$ cat src/rtl/dcc_pkg.sv
// shared types, codes and constants of the dwell-click controller
package dcc_pkg;

    // field widths
    localparam int DWELL_W = 16;
    localparam int SENS_W  = 10;
    localparam int REP_W   = 5;
    localparam int POS_W   = 16;
    localparam int TIME_W  = 32;
    localparam int TYPE_W  = 4;
    localparam int MOD_W   = 8;
    localparam int PROG_W  = 9;
    localparam int QUO_W   = 8;
    localparam int CFG_IDX_W = 2;

    // fixed limits
    localparam logic [TIME_W-1:0] DRAG_HOLD_LIMIT_MS = 32'd10000;
    localparam int MAX_SCROLL_REPEAT = 16;
    localparam int REPEAT_CAP = (MAX_SCROLL_REPEAT < 16) ? MAX_SCROLL_REPEAT : 16;

    // register reset values
    localparam logic [DWELL_W-1:0] DWELL_RESET  = 16'd1000;
    localparam logic [SENS_W-1:0]  SENS_RESET   = 10'd10;
    localparam logic [REP_W-1:0]   REPEAT_RESET = 5'd3;

    // register indexes
    localparam logic [CFG_IDX_W-1:0] CFG_DWELL  = 2'd0;
    localparam logic [CFG_IDX_W-1:0] CFG_SENS   = 2'd1;
    localparam logic [CFG_IDX_W-1:0] CFG_REPEAT = 2'd2;

    // command codes
    localparam logic [1:0] CMD_POLL   = 2'd0;
    localparam logic [1:0] CMD_ARM    = 2'd1;
    localparam logic [1:0] CMD_DISARM = 2'd2;

    // result kinds
    localparam logic [1:0] KIND_PROGRESS = 2'd0;
    localparam logic [1:0] KIND_CLICK    = 2'd1;
    localparam logic [1:0] KIND_ABOUT    = 2'd2;
    localparam logic [1:0] KIND_FIRED    = 2'd3;

    // click types
    localparam logic [TYPE_W-1:0] TYPE_LEFT_DOWN  = 4'd0;
    localparam logic [TYPE_W-1:0] TYPE_LEFT_UP    = 4'd1;
    localparam logic [TYPE_W-1:0] TYPE_RIGHT_DOWN = 4'd2;
    localparam logic [TYPE_W-1:0] TYPE_RIGHT_UP   = 4'd3;

    localparam logic [PROG_W-1:0] PROG_FULL = 9'd256;

    typedef struct packed {
        logic [1:0]               command;
        logic signed [POS_W-1:0]  cursor_x;
        logic signed [POS_W-1:0]  cursor_y;
        logic [TIME_W-1:0]        now_ms;
        logic [TYPE_W-1:0]        arm_type;
        logic [MOD_W-1:0]         arm_modifiers;
    } in_item_t;

    typedef struct packed {
        logic [1:0]               kind;
        logic [TYPE_W-1:0]        out_type;
        logic [MOD_W-1:0]         out_modifiers;
        logic signed [POS_W-1:0]  pos_x;
        logic signed [POS_W-1:0]  pos_y;
        logic [PROG_W-1:0]        progress;
        logic                     last;
    } out_item_t;

    // classified request as queued between front and back
    typedef struct packed {
        logic                     is_arm;
        logic                     is_disarm;
        logic signed [POS_W-1:0]  x;
        logic signed [POS_W-1:0]  y;
        logic [TIME_W-1:0]        now_ms;
        logic [TYPE_W-1:0]        arm_type;
        logic [MOD_W-1:0]         arm_mods;
    } dec_item_t;

    typedef struct packed {
        logic [DWELL_W-1:0] dwell_ms;
        logic [SENS_W-1:0]  sensitivity_px;
        logic [REP_W-1:0]   scroll_repeat;
    } cfg_t;

endpackage

$ cat src/rtl/dcc_front.sv
// front end: accepts requests, classifies the command and queues them for the back end
module dcc_front (
    input  logic              aclk,
    input  logic              aresetn,
    input  logic              s_valid,
    output logic              s_ready,
    input  dcc_pkg::in_item_t s_data,
    output logic              q_valid,
    output dcc_pkg::dec_item_t q_item,
    input  logic              q_pop
);
    import dcc_pkg::*;

    localparam int QDEPTH = 2;
    localparam int PTR_W  = $clog2(QDEPTH);
    localparam int CNT_W  = $clog2(QDEPTH + 1);

    dec_item_t              entry_reg [QDEPTH];
    logic [PTR_W-1:0]       wr_ptr_reg, wr_ptr_next;
    logic [PTR_W-1:0]       rd_ptr_reg, rd_ptr_next;
    logic [CNT_W-1:0]       count_reg, count_next;
    dec_item_t              dec;
    logic                   push;
    logic                   keep;

    // classify: the unused command code is taken and dropped
    always_comb begin
        keep          = (s_data.command == CMD_POLL) || (s_data.command == CMD_ARM) ||
                        (s_data.command == CMD_DISARM);
        dec.is_arm    = (s_data.command == CMD_ARM);
        dec.is_disarm = (s_data.command == CMD_DISARM);
        dec.x         = s_data.cursor_x;
        dec.y         = s_data.cursor_y;
        dec.now_ms    = s_data.now_ms;
        dec.arm_type  = s_data.arm_type;
        dec.arm_mods  = s_data.arm_modifiers;
    end

    assign s_ready = (count_reg != CNT_W'(QDEPTH));
    assign push    = s_valid && s_ready && keep;
    assign q_valid = (count_reg != '0);
    assign q_item  = entry_reg[rd_ptr_reg];

    // queue pointers
    always_comb begin
        wr_ptr_next = wr_ptr_reg;
        rd_ptr_next = rd_ptr_reg;
        count_next  = count_reg;
        if (push) begin
            wr_ptr_next = wr_ptr_reg + 1'b1;
        end
        if (q_pop && q_valid) begin
            rd_ptr_next = rd_ptr_reg + 1'b1;
        end
        if (push && !(q_pop && q_valid)) begin
            count_next = count_reg + 1'b1;
        end else if (!push && q_pop && q_valid) begin
            count_next = count_reg - 1'b1;
        end
    end

    always_ff @(posedge aclk) begin
        if (!aresetn) begin
            wr_ptr_reg <= '0;
            rd_ptr_reg <= '0;
            count_reg  <= '0;
        end else begin
            wr_ptr_reg <= wr_ptr_next;
            rd_ptr_reg <= rd_ptr_next;
            count_reg  <= count_next;
        end
    end

    // queue storage
    always_ff @(posedge aclk) begin
        if (push) begin
            entry_reg[wr_ptr_reg] <= dec;
        end
    end

endmodule

$ cat src/rtl/dcc_div.sv
// radix-2 divider for the progress fraction, one quotient bit per cycle
module dcc_div (
    input  logic                        aclk,
    input  logic                        aresetn,
    input  logic                        start,
    input  logic [dcc_pkg::DWELL_W-1:0] numer,
    input  logic [dcc_pkg::DWELL_W-1:0] denom,
    output logic                        done,
    output logic [dcc_pkg::QUO_W-1:0]   quo
);
    import dcc_pkg::*;

    localparam int CNT_W = $clog2(QUO_W);

    logic                 busy_reg, busy_next;
    logic                 done_reg, done_next;
    logic [CNT_W-1:0]     cnt_reg, cnt_next;
    logic [DWELL_W-1:0]   rem_reg, rem_next;
    logic [DWELL_W-1:0]   den_reg, den_next;
    logic [QUO_W-1:0]     quo_reg, quo_next;
    logic [DWELL_W:0]     rem2;
    logic                 ge;

    // one restoring step: the remainder stays below the divisor
    assign rem2 = {rem_reg, 1'b0};
    assign ge   = (rem2 >= {1'b0, den_reg});

    always_comb begin
        busy_next = busy_reg;
        done_next = 1'b0;
        cnt_next  = cnt_reg;
        rem_next  = rem_reg;
        den_next  = den_reg;
        quo_next  = quo_reg;
        if (start) begin
            busy_next = 1'b1;
            cnt_next  = '0;
            rem_next  = numer;
            den_next  = denom;
        end else if (busy_reg) begin
            rem_next = ge ? DWELL_W'(rem2 - {1'b0, den_reg}) : rem2[DWELL_W-1:0];
            quo_next = {quo_reg[QUO_W-2:0], ge};
            cnt_next = cnt_reg + 1'b1;
            if (cnt_reg == CNT_W'(QUO_W - 1)) begin
                busy_next = 1'b0;
                done_next = 1'b1;
            end
        end
    end

    always_ff @(posedge aclk) begin
        if (!aresetn) begin
            busy_reg <= 1'b0;
            done_reg <= 1'b0;
            cnt_reg  <= '0;
        end else begin
            busy_reg <= busy_next;
            done_reg <= done_next;
            cnt_reg  <= cnt_next;
        end
    end

    always_ff @(posedge aclk) begin
        rem_reg <= rem_next;
        den_reg <= den_next;
        quo_reg <= quo_next;
    end

    assign done = done_reg;
    assign quo  = quo_reg;

endmodule

$ cat src/rtl/dcc_back.sv
// back end: dwell state machine, distance and time tests, result sequencing
module dcc_back (
    input  logic                aclk,
    input  logic                aresetn,
    input  dcc_pkg::cfg_t       cfg,
    input  logic                q_valid,
    input  dcc_pkg::dec_item_t  q_item,
    output logic                q_pop,
    output logic                m_valid,
    input  logic                m_ready,
    output dcc_pkg::out_item_t  m_data
);
    import dcc_pkg::*;

    typedef enum logic [9:0] {
        S_IDLE  = 10'b0000000001,
        S_SQ    = 10'b0000000010,
        S_DEC   = 10'b0000000100,
        S_DIV   = 10'b0000001000,
        S_REL   = 10'b0000010000,
        S_PROG  = 10'b0000100000,
        S_ABOUT = 10'b0001000000,
        S_CLICK = 10'b0010000000,
        S_FIRED = 10'b0100000000,
        S_ZERO  = 10'b1000000000
    } state_t;

    state_t state_reg, state_next;

    // dwell state
    logic                     armed_reg, armed_next;
    logic                     waiting_reg, waiting_next;
    logic                     hovering_reg, hovering_next;
    logic                     drag_held_reg, drag_held_next;
    logic [TYPE_W-1:0]        cur_type_reg, cur_type_next;
    logic [MOD_W-1:0]         cur_mods_reg, cur_mods_next;
    logic signed [POS_W-1:0]  anchor_x_reg, anchor_x_next;
    logic signed [POS_W-1:0]  anchor_y_reg, anchor_y_next;
    logic [TIME_W-1:0]        hover_start_reg, hover_start_next;
    logic [TIME_W-1:0]        wait_start_reg, wait_start_next;
    logic [TIME_W-1:0]        drag_start_reg, drag_start_next;

    // working registers of the request in flight
    dec_item_t                it_reg, it_next;
    logic [31:0]              dx2_reg, dx2_next;
    logic [31:0]              dy2_reg, dy2_next;
    logic [2*SENS_W-1:0]      ss_reg, ss_next;
    logic                     timed_reg, timed_next;
    logic                     drag_to_reg, drag_to_next;
    logic                     fire_reg, fire_next;
    logic [DWELL_W-1:0]       el_reg, el_next;
    logic [TYPE_W-1:0]        em_type_reg, em_type_next;
    logic [MOD_W-1:0]         em_mods_reg, em_mods_next;
    logic [PROG_W-1:0]        prog_reg, prog_next;
    logic                     prog_last_reg, prog_last_next;
    logic                     rel_zero_reg, rel_zero_next;
    logic [REP_W-1:0]         rep_reg, rep_next;

    // output register
    logic                     m_valid_reg;
    out_item_t                m_data_reg;
    out_item_t                res;
    logic                     out_load;
    logic                     out_free;

    // stage arithmetic
    logic signed [POS_W:0]    dx, dy;
    logic signed [2*POS_W+1:0] dx_sq, dy_sq;
    logic [TIME_W-1:0]        e_wait, e_drag, e_hover;
    logic [33:0]              dsum;
    logic                     far, moved;
    logic [REP_W-1:0]         reps;

    logic                     div_start;
    logic                     div_done;
    logic [QUO_W-1:0]         div_quo;

    dcc_div u_div (
        .aclk    (aclk),
        .aresetn (aresetn),
        .start   (div_start),
        .numer   (el_reg),
        .denom   (cfg.dwell_ms),
        .done    (div_done),
        .quo     (div_quo)
    );

    // squares and elapsed times of the request in flight
    always_comb begin
        dx      = $signed({it_reg.x[POS_W-1], it_reg.x}) -
                  $signed({anchor_x_reg[POS_W-1], anchor_x_reg});
        dy      = $signed({it_reg.y[POS_W-1], it_reg.y}) -
                  $signed({anchor_y_reg[POS_W-1], anchor_y_reg});
        dx_sq   = dx * dx;
        dy_sq   = dy * dy;
        e_wait  = it_reg.now_ms - wait_start_reg;
        e_drag  = it_reg.now_ms - drag_start_reg;
        e_hover = hovering_reg ? (it_reg.now_ms - hover_start_reg) : '0;
        dsum    = {2'b00, dx2_reg} + {2'b00, dy2_reg};
        far     = dsum > {14'd0, ss_reg};
        moved   = dsum > {12'd0, ss_reg, 2'b00};
    end

    // repeat count for scroll types
    always_comb begin
        reps = REP_W'(1);
        if (cur_type_reg[TYPE_W-1:2] == 2'b01) begin
            reps = cfg.scroll_repeat;
            if (reps == '0) begin
                reps = REP_W'(1);
            end
            if (reps > REP_W'(REPEAT_CAP)) begin
                reps = REP_W'(REPEAT_CAP);
            end
        end
    end

    assign out_free = !m_valid_reg || m_ready;

    // sequencer
    always_comb begin
        state_next       = state_reg;
        armed_next       = armed_reg;
        waiting_next     = waiting_reg;
        hovering_next    = hovering_reg;
        drag_held_next   = drag_held_reg;
        cur_type_next    = cur_type_reg;
        cur_mods_next    = cur_mods_reg;
        anchor_x_next    = anchor_x_reg;
        anchor_y_next    = anchor_y_reg;
        hover_start_next = hover_start_reg;
        wait_start_next  = wait_start_reg;
        drag_start_next  = drag_start_reg;
        it_next          = it_reg;
        dx2_next         = dx2_reg;
        dy2_next         = dy2_reg;
        ss_next          = ss_reg;
        timed_next       = timed_reg;
        drag_to_next     = drag_to_reg;
        fire_next        = fire_reg;
        el_next          = el_reg;
        em_type_next     = em_type_reg;
        em_mods_next     = em_mods_reg;
        prog_next        = prog_reg;
        prog_last_next   = prog_last_reg;
        rel_zero_next    = rel_zero_reg;
        rep_next         = rep_reg;
        q_pop            = 1'b0;
        div_start        = 1'b0;
        out_load         = 1'b0;
        res              = '0;
        res.pos_x        = it_reg.x;
        res.pos_y        = it_reg.y;
        res.out_type     = em_type_reg;

        case (state_reg)
            S_IDLE: begin
                if (q_valid) begin
                    q_pop      = 1'b1;
                    it_next    = q_item;
                    state_next = S_SQ;
                end
            end

            // register squares and time tests
            S_SQ: begin
                dx2_next     = dx_sq[31:0];
                dy2_next     = dy_sq[31:0];
                ss_next      = (2*SENS_W)'(cfg.sensitivity_px) *
                               (2*SENS_W)'(cfg.sensitivity_px);
                timed_next   = e_wait >= TIME_W'(cfg.dwell_ms);
                drag_to_next = e_drag >= DRAG_HOLD_LIMIT_MS;
                fire_next    = e_hover >= TIME_W'(cfg.dwell_ms);
                el_next      = e_hover[DWELL_W-1:0];
                state_next   = S_DEC;
            end

            // decide the outcome and update the dwell state
            S_DEC: begin
                em_type_next = cur_type_reg;
                em_mods_next = cur_mods_reg;
                state_next   = S_IDLE;
                if (it_reg.is_arm) begin
                    if (drag_held_reg) begin
                        rel_zero_next = 1'b0;
                        state_next    = S_REL;
                    end
                    cur_type_next    = it_reg.arm_type;
                    cur_mods_next    = it_reg.arm_mods;
                    armed_next       = 1'b1;
                    waiting_next     = 1'b0;
                    hovering_next    = 1'b0;
                    drag_held_next   = 1'b0;
                    anchor_x_next    = it_reg.x;
                    anchor_y_next    = it_reg.y;
                    hover_start_next = it_reg.now_ms;
                end else if (it_reg.is_disarm) begin
                    rel_zero_next  = 1'b1;
                    state_next     = drag_held_reg ? S_REL : S_ZERO;
                    drag_held_next = 1'b0;
                    armed_next     = 1'b0;
                    waiting_next   = 1'b0;
                    hovering_next  = 1'b0;
                end else if (armed_reg) begin
                    if (waiting_reg) begin
                        // leave the wait on movement or after one dwell period
                        if (moved || timed_reg) begin
                            waiting_next     = 1'b0;
                            hovering_next    = 1'b0;
                            anchor_x_next    = it_reg.x;
                            anchor_y_next    = it_reg.y;
                            hover_start_next = it_reg.now_ms;
                            if (!moved) begin
                                armed_next = 1'b0;
                                state_next = S_ZERO;
                            end
                        end
                    end else if (drag_held_reg && drag_to_reg) begin
                        // forced drag release
                        cur_type_next   = (cur_type_reg == TYPE_LEFT_UP) ?
                                          TYPE_LEFT_DOWN : TYPE_RIGHT_DOWN;
                        drag_held_next  = 1'b0;
                        waiting_next    = 1'b1;
                        hovering_next   = 1'b0;
                        wait_start_next = it_reg.now_ms;
                        rel_zero_next   = 1'b1;
                        state_next      = S_REL;
                    end else if (far) begin
                        anchor_x_next    = it_reg.x;
                        anchor_y_next    = it_reg.y;
                        hovering_next    = 1'b0;
                        hover_start_next = it_reg.now_ms;
                        state_next       = S_ZERO;
                    end else begin
                        hovering_next = 1'b1;
                        if (!hovering_reg) begin
                            hover_start_next = it_reg.now_ms;
                        end
                        if (fire_reg) begin
                            prog_next      = PROG_FULL;
                            prog_last_next = 1'b0;
                            rep_next       = reps;
                            state_next     = S_PROG;
                            anchor_x_next  = it_reg.x;
                            anchor_y_next  = it_reg.y;
                            hovering_next  = 1'b0;
                            if (cur_type_reg == TYPE_LEFT_DOWN ||
                                cur_type_reg == TYPE_RIGHT_DOWN) begin
                                // down click starts a drag
                                cur_type_next   = cur_type_reg + 1'b1;
                                drag_held_next  = 1'b1;
                                drag_start_next = it_reg.now_ms;
                            end else begin
                                if ((cur_type_reg == TYPE_LEFT_UP ||
                                     cur_type_reg == TYPE_RIGHT_UP) && drag_held_reg) begin
                                    cur_type_next  = cur_type_reg - 1'b1;
                                    drag_held_next = 1'b0;
                                end
                                waiting_next    = 1'b1;
                                wait_start_next = it_reg.now_ms;
                            end
                        end else begin
                            prog_last_next = 1'b1;
                            div_start      = 1'b1;
                            state_next     = S_DIV;
                        end
                    end
                end
            end

            S_DIV: begin
                if (div_done) begin
                    prog_next  = {1'b0, div_quo};
                    state_next = S_PROG;
                end
            end

            // release click of a held drag
            S_REL: begin
                res.kind          = KIND_CLICK;
                res.out_modifiers = em_mods_reg;
                res.last          = !rel_zero_reg;
                if (out_free) begin
                    out_load   = 1'b1;
                    state_next = rel_zero_reg ? S_ZERO : S_IDLE;
                end
            end

            S_PROG: begin
                res          = '0;
                res.kind     = KIND_PROGRESS;
                res.progress = prog_reg;
                res.last     = prog_last_reg;
                if (out_free) begin
                    out_load   = 1'b1;
                    state_next = prog_last_reg ? S_IDLE : S_ABOUT;
                end
            end

            S_ABOUT: begin
                res.kind = KIND_ABOUT;
                if (out_free) begin
                    out_load   = 1'b1;
                    state_next = S_CLICK;
                end
            end

            S_CLICK: begin
                res.kind          = KIND_CLICK;
                res.out_modifiers = em_mods_reg;
                if (out_free) begin
                    out_load = 1'b1;
                    rep_next = rep_reg - 1'b1;
                    if (rep_reg == REP_W'(1)) begin
                        state_next = S_FIRED;
                    end
                end
            end

            S_FIRED: begin
                res.kind = KIND_FIRED;
                if (out_free) begin
                    out_load   = 1'b1;
                    state_next = S_ZERO;
                end
            end

            S_ZERO: begin
                res      = '0;
                res.kind = KIND_PROGRESS;
                res.last = 1'b1;
                if (out_free) begin
                    out_load   = 1'b1;
                    state_next = S_IDLE;
                end
            end

            default: begin
                state_next = S_IDLE;
            end
        endcase
    end

    // control and dwell state
    always_ff @(posedge aclk) begin
        if (!aresetn) begin
            state_reg       <= S_IDLE;
            armed_reg       <= 1'b0;
            waiting_reg     <= 1'b0;
            hovering_reg    <= 1'b0;
            drag_held_reg   <= 1'b0;
            cur_type_reg    <= '0;
            cur_mods_reg    <= '0;
            anchor_x_reg    <= '0;
            anchor_y_reg    <= '0;
            hover_start_reg <= '0;
            wait_start_reg  <= '0;
            drag_start_reg  <= '0;
            m_valid_reg     <= 1'b0;
        end else begin
            state_reg       <= state_next;
            armed_reg       <= armed_next;
            waiting_reg     <= waiting_next;
            hovering_reg    <= hovering_next;
            drag_held_reg   <= drag_held_next;
            cur_type_reg    <= cur_type_next;
            cur_mods_reg    <= cur_mods_next;
            anchor_x_reg    <= anchor_x_next;
            anchor_y_reg    <= anchor_y_next;
            hover_start_reg <= hover_start_next;
            wait_start_reg  <= wait_start_next;
            drag_start_reg  <= drag_start_next;
            if (out_load) begin
                m_valid_reg <= 1'b1;
            end else if (m_ready) begin
                m_valid_reg <= 1'b0;
            end
        end
    end

    // working payload
    always_ff @(posedge aclk) begin
        it_reg        <= it_next;
        dx2_reg       <= dx2_next;
        dy2_reg       <= dy2_next;
        ss_reg        <= ss_next;
        timed_reg     <= timed_next;
        drag_to_reg   <= drag_to_next;
        fire_reg      <= fire_next;
        el_reg        <= el_next;
        em_type_reg   <= em_type_next;
        em_mods_reg   <= em_mods_next;
        prog_reg      <= prog_next;
        prog_last_reg <= prog_last_next;
        rel_zero_reg  <= rel_zero_next;
        rep_reg       <= rep_next;
        if (out_load) begin
            m_data_reg <= res;
        end
    end

    assign m_valid = m_valid_reg;
    assign m_data  = m_data_reg;

    // a held drag only exists armed, outside a wait, on an up type
    a_drag_consistent: assert property (@(posedge aclk) disable iff (!aresetn)
        drag_held_reg |-> armed_reg && !waiting_reg &&
        (cur_type_reg == TYPE_LEFT_UP || cur_type_reg == TYPE_RIGHT_UP))
        else $error("drag held in an inconsistent mode");

    // a wait excludes hovering and needs the block armed
    a_wait_consistent: assert property (@(posedge aclk) disable iff (!aresetn)
        waiting_reg |-> armed_reg && !hovering_reg)
        else $error("waiting while hovering or disarmed");

    // the divide leads only to the progress result
    a_div_exit: assert property (@(posedge aclk) disable iff (!aresetn)
        (state_reg == S_DIV) |=> (state_reg == S_DIV || state_reg == S_PROG))
        else $error("divide left to an unexpected state");

    // progress never exceeds full scale
    a_prog_range: assert property (@(posedge aclk) disable iff (!aresetn)
        (m_valid_reg && m_data_reg.kind == KIND_PROGRESS) |-> m_data_reg.progress <= PROG_FULL)
        else $error("progress out of range");

    // work starts only on a request taken from the queue
    a_take_then_work: assert property (@(posedge aclk) disable iff (!aresetn)
        (state_reg == S_SQ) |-> $past(q_pop && q_valid))
        else $error("work started without a queued request");

endmodule

$ cat src/rtl/dwell_click_controller.sv
// Dwell-click controller: a request passes the front-end queue and the back-end states
// S_SQ and S_DEC before its first result, and S_DIV when the progress fraction needs the
// 8-step divider. Results then leave one per cycle while m_ready is high. The back end
// works on one item at a time; a two-entry queue takes requests meanwhile.
// Reset (aresetn low, synchronous) disarms the block, clears the dwell state and the
// queue, and restores the register defaults; no clearing pass is needed.
module dwell_click_controller (
    input  logic                          aclk,
    input  logic                          aresetn,
    input  logic                          s_valid,
    output logic                          s_ready,
    input  dcc_pkg::in_item_t             s_data,
    output logic                          m_valid,
    input  logic                          m_ready,
    output dcc_pkg::out_item_t            m_data,
    input  logic                          cfg_we,
    input  logic [dcc_pkg::CFG_IDX_W-1:0] cfg_index,
    input  logic [dcc_pkg::DWELL_W-1:0]   cfg_wdata
);
    import dcc_pkg::*;

    cfg_t       cfg_reg, cfg_next;
    logic       q_valid;
    logic       q_pop;
    dec_item_t  q_item;

    // configuration registers
    always_comb begin
        cfg_next = cfg_reg;
        if (cfg_we) begin
            case (cfg_index)
                CFG_DWELL:  cfg_next.dwell_ms       = cfg_wdata;
                CFG_SENS:   cfg_next.sensitivity_px = cfg_wdata[SENS_W-1:0];
                CFG_REPEAT: cfg_next.scroll_repeat  = cfg_wdata[REP_W-1:0];
                default:    cfg_next = cfg_reg;
            endcase
        end
    end

    always_ff @(posedge aclk) begin
        if (!aresetn) begin
            cfg_reg.dwell_ms       <= DWELL_RESET;
            cfg_reg.sensitivity_px <= SENS_RESET;
            cfg_reg.scroll_repeat  <= REPEAT_RESET;
        end else begin
            cfg_reg <= cfg_next;
        end
    end

    dcc_front u_front (
        .aclk    (aclk),
        .aresetn (aresetn),
        .s_valid (s_valid),
        .s_ready (s_ready),
        .s_data  (s_data),
        .q_valid (q_valid),
        .q_item  (q_item),
        .q_pop   (q_pop)
    );

    dcc_back u_back (
        .aclk    (aclk),
        .aresetn (aresetn),
        .cfg     (cfg_reg),
        .q_valid (q_valid),
        .q_item  (q_item),
        .q_pop   (q_pop),
        .m_valid (m_valid),
        .m_ready (m_ready),
        .m_data  (m_data)
    );

endmodule
$ cat config.mk
export PLATFORM = sky130hd
export DESIGN_NAME = dwell_click_controller
export DESIGN_NICKNAME = d
export VERILOG_FILES = /design/src/rtl/dcc_pkg.sv /design/src/rtl/dcc_front.sv /design/src/rtl/dcc_div.sv /design/src/rtl/dcc_back.sv /design/src/rtl/dwell_click_controller.sv
export SDC_FILE = /design/constraint.sdc
export NUM_CORES = 2
export LEC_CHECK = 0
export ABC_AREA = 1
export BUFFER_PORTS_ARGS = -buffer_cell sky130_fd_sc_hd__buf_2
export CELL_PAD_IN_SITES_DETAIL_PLACEMENT = 1
export CELL_PAD_IN_SITES_GLOBAL_PLACEMENT = 2
export CORE_AREA = 2 2 295 515
export CTS_CLUSTER_SIZE = 28
export DETAILED_ROUTE_END_ITERATION = 10
export DIE_AREA = 0 0 297 517
export PLACE_DENSITY = 0.89
export SLEW_MARGIN = 20
export SYNTH_ARGS = -nofsm -noshare
export SYNTH_HDL_FRONTEND = slang
export SYNTH_SLANG_ARGS = --single-unit
$ cat constraint.sdc
create_clock -name aclk -period 8.95 [get_ports aclk]
set_input_delay 1.79 -clock aclk [delete_from_list [all_inputs] [get_ports aclk]]
set_output_delay 1.79 -clock aclk [all_outputs]
set_load 0.01 [all_outputs]
==> summary by stage <==
Status
The run finished with clean final reports.

Floorplanning
From left edge to right edge, the die measures 297 um. The standard-cell row count is 188. The number of I/O pins is 159. The starting density of the core is 36.7%. The area inside the core boundary is 150000 um2. The floorplan step defined a die boundary enclosing 154000 um2. The vertical extent of the die is 517 um.

Place
At the end of routability-driven placement, the weighted congestion stood at between 0.9 and 1. The placed instances occupy a cell area of between 50000 and 60000 um2. Before CTS, the worst setup slack after placement is 0.364 ns. The half-perimeter wire length of the detailed placement result is 141000 um. The number of buffer cells added on primary ports is 158.

Synthesis
In this run, synthesis produced a sequential element count of around 650. For this run, the number of Yosys warnings is 0. The share of async-settable or async-resettable flops after synthesis is 0%. A synthesized cell averages roughly 9.0 um2.

In the synthesized netlist the dominant register cell turns out to be sky130_fd_sc_hd__edfxtp_1. The part of the Yosys area used for sequential elements is between 30% and 40%. When the netlist entered floorplanning its net count stood at 7203.

After synthesis the cells add up to 54900 um2. Synthesis handed over a netlist of 6081 instances. The synthesized netlist contains 67 unique library cells.

Counting flops with a built-in enable in the synthesized netlist gives approximately 460.

Critical path
The endpoint type of the worst setup path is a flip-flop. Among all stages on the critical path, the largest delay is contributed by sky130_fd_sc_hd__fa_1. STA puts the critical path data required time at 9.37 ns. The maximum net fanout on the critical path is 12. The element type at the critical path start is a flip-flop. The delay contributed by the slowest stage of the critical path is 0.58 ns. The most numerous cell type found on the critical path is sky130_fd_sc_hd__nand2_1. The arrival time at the worst endpoint is around 9 ns. The critical path in this run is classified as reg -> reg.

STA
The max-slew violation count is 0. The setup-violating endpoint count in the final report is 0. The worst path meets setup with roughly 0.6 ns of slack. The total count of hold-check failures in the final report is 0. The clock arrives with 0.0517 ns of skew. The final critical-path required period is 8.35 ns. After layout, the worst path uses 93.3% of the clock period. Timing would allow up to approximately 120 MHz. In this run the tightest slew margin relative to its limit is 27.3%. For the pin with the worst max-slew slack, the measured transition is 1.09 ns. The final-layout worst hold slack is 0.425 ns.

Layout
The final layout contains 7366 nets. The area of all sequential standard cells is between 15000 and 20000 um2. Once layout is done, the placed cells without fillers occupy between 60000 and 70000 um2. The register with the most flip-flops in the layout has approximately 160 of them. The filler cell count in the final layout is around 18000. Relative to the synthesized area, the layout overhead comes to 10.4%.

In the final layout, the share of cells above drive strength 1 is around 7.4%. In the final layout, the multi-input gates occupy around 32000 um2.

Global routing
The overall overflow remaining after global route is 0. The global routing met2 resource utilization is between 40% and 50%. The number of global-route vias before repair came to between 40000 and 50000. met2 is the most crowded layer. In the global route stage, met3 resource usage came out at 2.76%. The global-route total usage across every layer is 22.1%. Entering global routing, the biggest net connects 79 pins. The fraction of met1 tracks used by global routing is between 20% and 30%. The first global-routing pass estimated 260000 um of wire. The initial antenna violation count is 17.

Clocking
The clock passes through at most 3 buffers. The H-tree generated during clock tree synthesis spans 3 levels. At the later pin of the worst-skew pair, clock insertion delay measures roughly 0.69 ns. The root buffer selected by CTS is sky130_fd_sc_hd__clkbuf_16.

Clock tree synthesis found a total of 653 sinks. The number of buffers created by CTS is 69. The CTS tree is yes. In this run the post-CTS setup repair buffer count came out at 0. After clock tree synthesis, the clock-pin slew on the worst setup and hold paths is ~0.07 ns.

Detailed routing
Before antenna repair, the detailed router went through 4 iterations. The count of routing violations after the opening detailed-route iteration is 1508. In this run the remaining antenna-violating nets after routing total 0. Dividing the detail-routed wire length by the instance count gives slightly above 20 um.

The via count is 41596. After detailed routing, the number of remaining DRC violations is 0. The per-cell via count in the routed design is 5.01. The routed design has 169000 um of wire.

Hold path
The min-delay analysis places its worst path in the category reg -> reg.

Flow run
Max-cap violations in this run came to 0.
## cells by family after synthesis
logic type	after synthesis	synth area share (%)
AND/OR/NAND/NOR	1848	13.8
buffers and inverters	1455	10.2
adder cells (fa/ha/maj)	1021	31.0
AO/OA/AOI/OAI	893	9.37
flip-flops	653	32.2
XOR/XNOR	211	3.38
## stage by stage
step	TNS, ns	cells	util [%]
after detailed placement	0	8167	38.8
final	0	8300	40.5
after CTS	0	8295	40.4
after global routing	-0.00406	8296	40.5
after global placement	0	8167	38.8
after floorplan	0	6081	-
## critical path: cells and delay by family, from the launching register on
| kind | cells | cell delay [ns] |
|---|---|---|
| AO/OA/AOI/OAI | 10 | 1.93 |
| XOR/XNOR | 2 | 0.27 |
| adder cells (fa/ha/maj) | 8 | 3.74 |
| buffers and inverters | 7 | 0.82 |
| flip-flops | 1 | 0.40 |
| AND/OR/NAND/NOR | 11 | 0.93 |
## routing by layer
layer	routed length (um)	up-vias
met1	58300	20860
met2	94900	761
met3	5120	415
met5	66	-
met4	10900	10
li1	-	19550
## cell type report
type | instances | share of cell area (%)
Clock inverter | 49 | 1.06
Multi-Input combinational cell | 3973 | 52.3
Inverter | 1321 | 8.20
Clock buffer | 79 | 2.98
Tap cell | 1995 | 4.12
Timing Repair Buffer | 226 | 2.17
Antenna cell | 4 | 0.0165
Sequential cell | 653 | 29.1
## cell usage after synthesis (all sizes together) (3+ instances only)
cell	number	area [um2]
o221ai	4	35.0
a31oi	26	163
or2	35	219
a21boi	13	105
a211oi	75	573
nand3b	4	30.0
buf	48	327
a21oi	414	2140
o211ai	23	178
nor4	14	87.6
a21o	14	106
xnor2	89	780
nor2	617	2350
o21ai	241	1210
o21bai	15	113
edfxtp	458	13800
clkinv	5	18.8
o22ai	4	25.0
ha	454	5680
o21a	51	383
nor3	54	275
nand2	958	3630
nand4	40	272
nand3	118	641
xor2	122	1080
inv	1316	4940
nor3b	3	33.8
dfxtp	195	3900
fa	567	11400
clkbuf	86	323
## path summary, 6_finish.rpt
check | startpoint | endpoint | slack, ns | cells after the start
worst max-delay path | u_back.it_reg[62] | u_back.dx2_reg[30] | 0.60 | 38
worst min-delay path | u_back.cur_mods_reg[1] | u_back.em_mods_reg[1] | 0.42 | 0
worst max register to register | u_back.it_reg[62] | u_back.dx2_reg[30] | 0.60 | 38
worst min register to register | u_back.cur_mods_reg[1] | u_back.em_mods_reg[1] | 0.42 | 0
## what timing repair did
| item | CTS | global route |
|---|---|---|
| hold buffers | 0 | 0 |
| gates resized for setup | 0 | 20 |
| endpoints found under the setup margin | 0 | 11 |
## layout by cell type (no fill, tap or decap), types with 121 or more instances in the layout
cell type / instances
sky130_fd_sc_hd__ha_1: 454
sky130_fd_sc_hd__a21oi_1: 396
sky130_fd_sc_hd__dfxtp_1: 194
sky130_fd_sc_hd__xor2_1: 121
sky130_fd_sc_hd__nand2_1: 945
sky130_fd_sc_hd__buf_2: 157
sky130_fd_sc_hd__nor2_1: 598
sky130_fd_sc_hd__o21ai_0: 211
sky130_fd_sc_hd__inv_1: 1305
sky130_fd_sc_hd__fa_1: 565
sky130_fd_sc_hd__edfxtp_1: 458
Power is not shown: default switching activity piles up to over one toggle a cycle in this logic, so the estimate is an artifact.
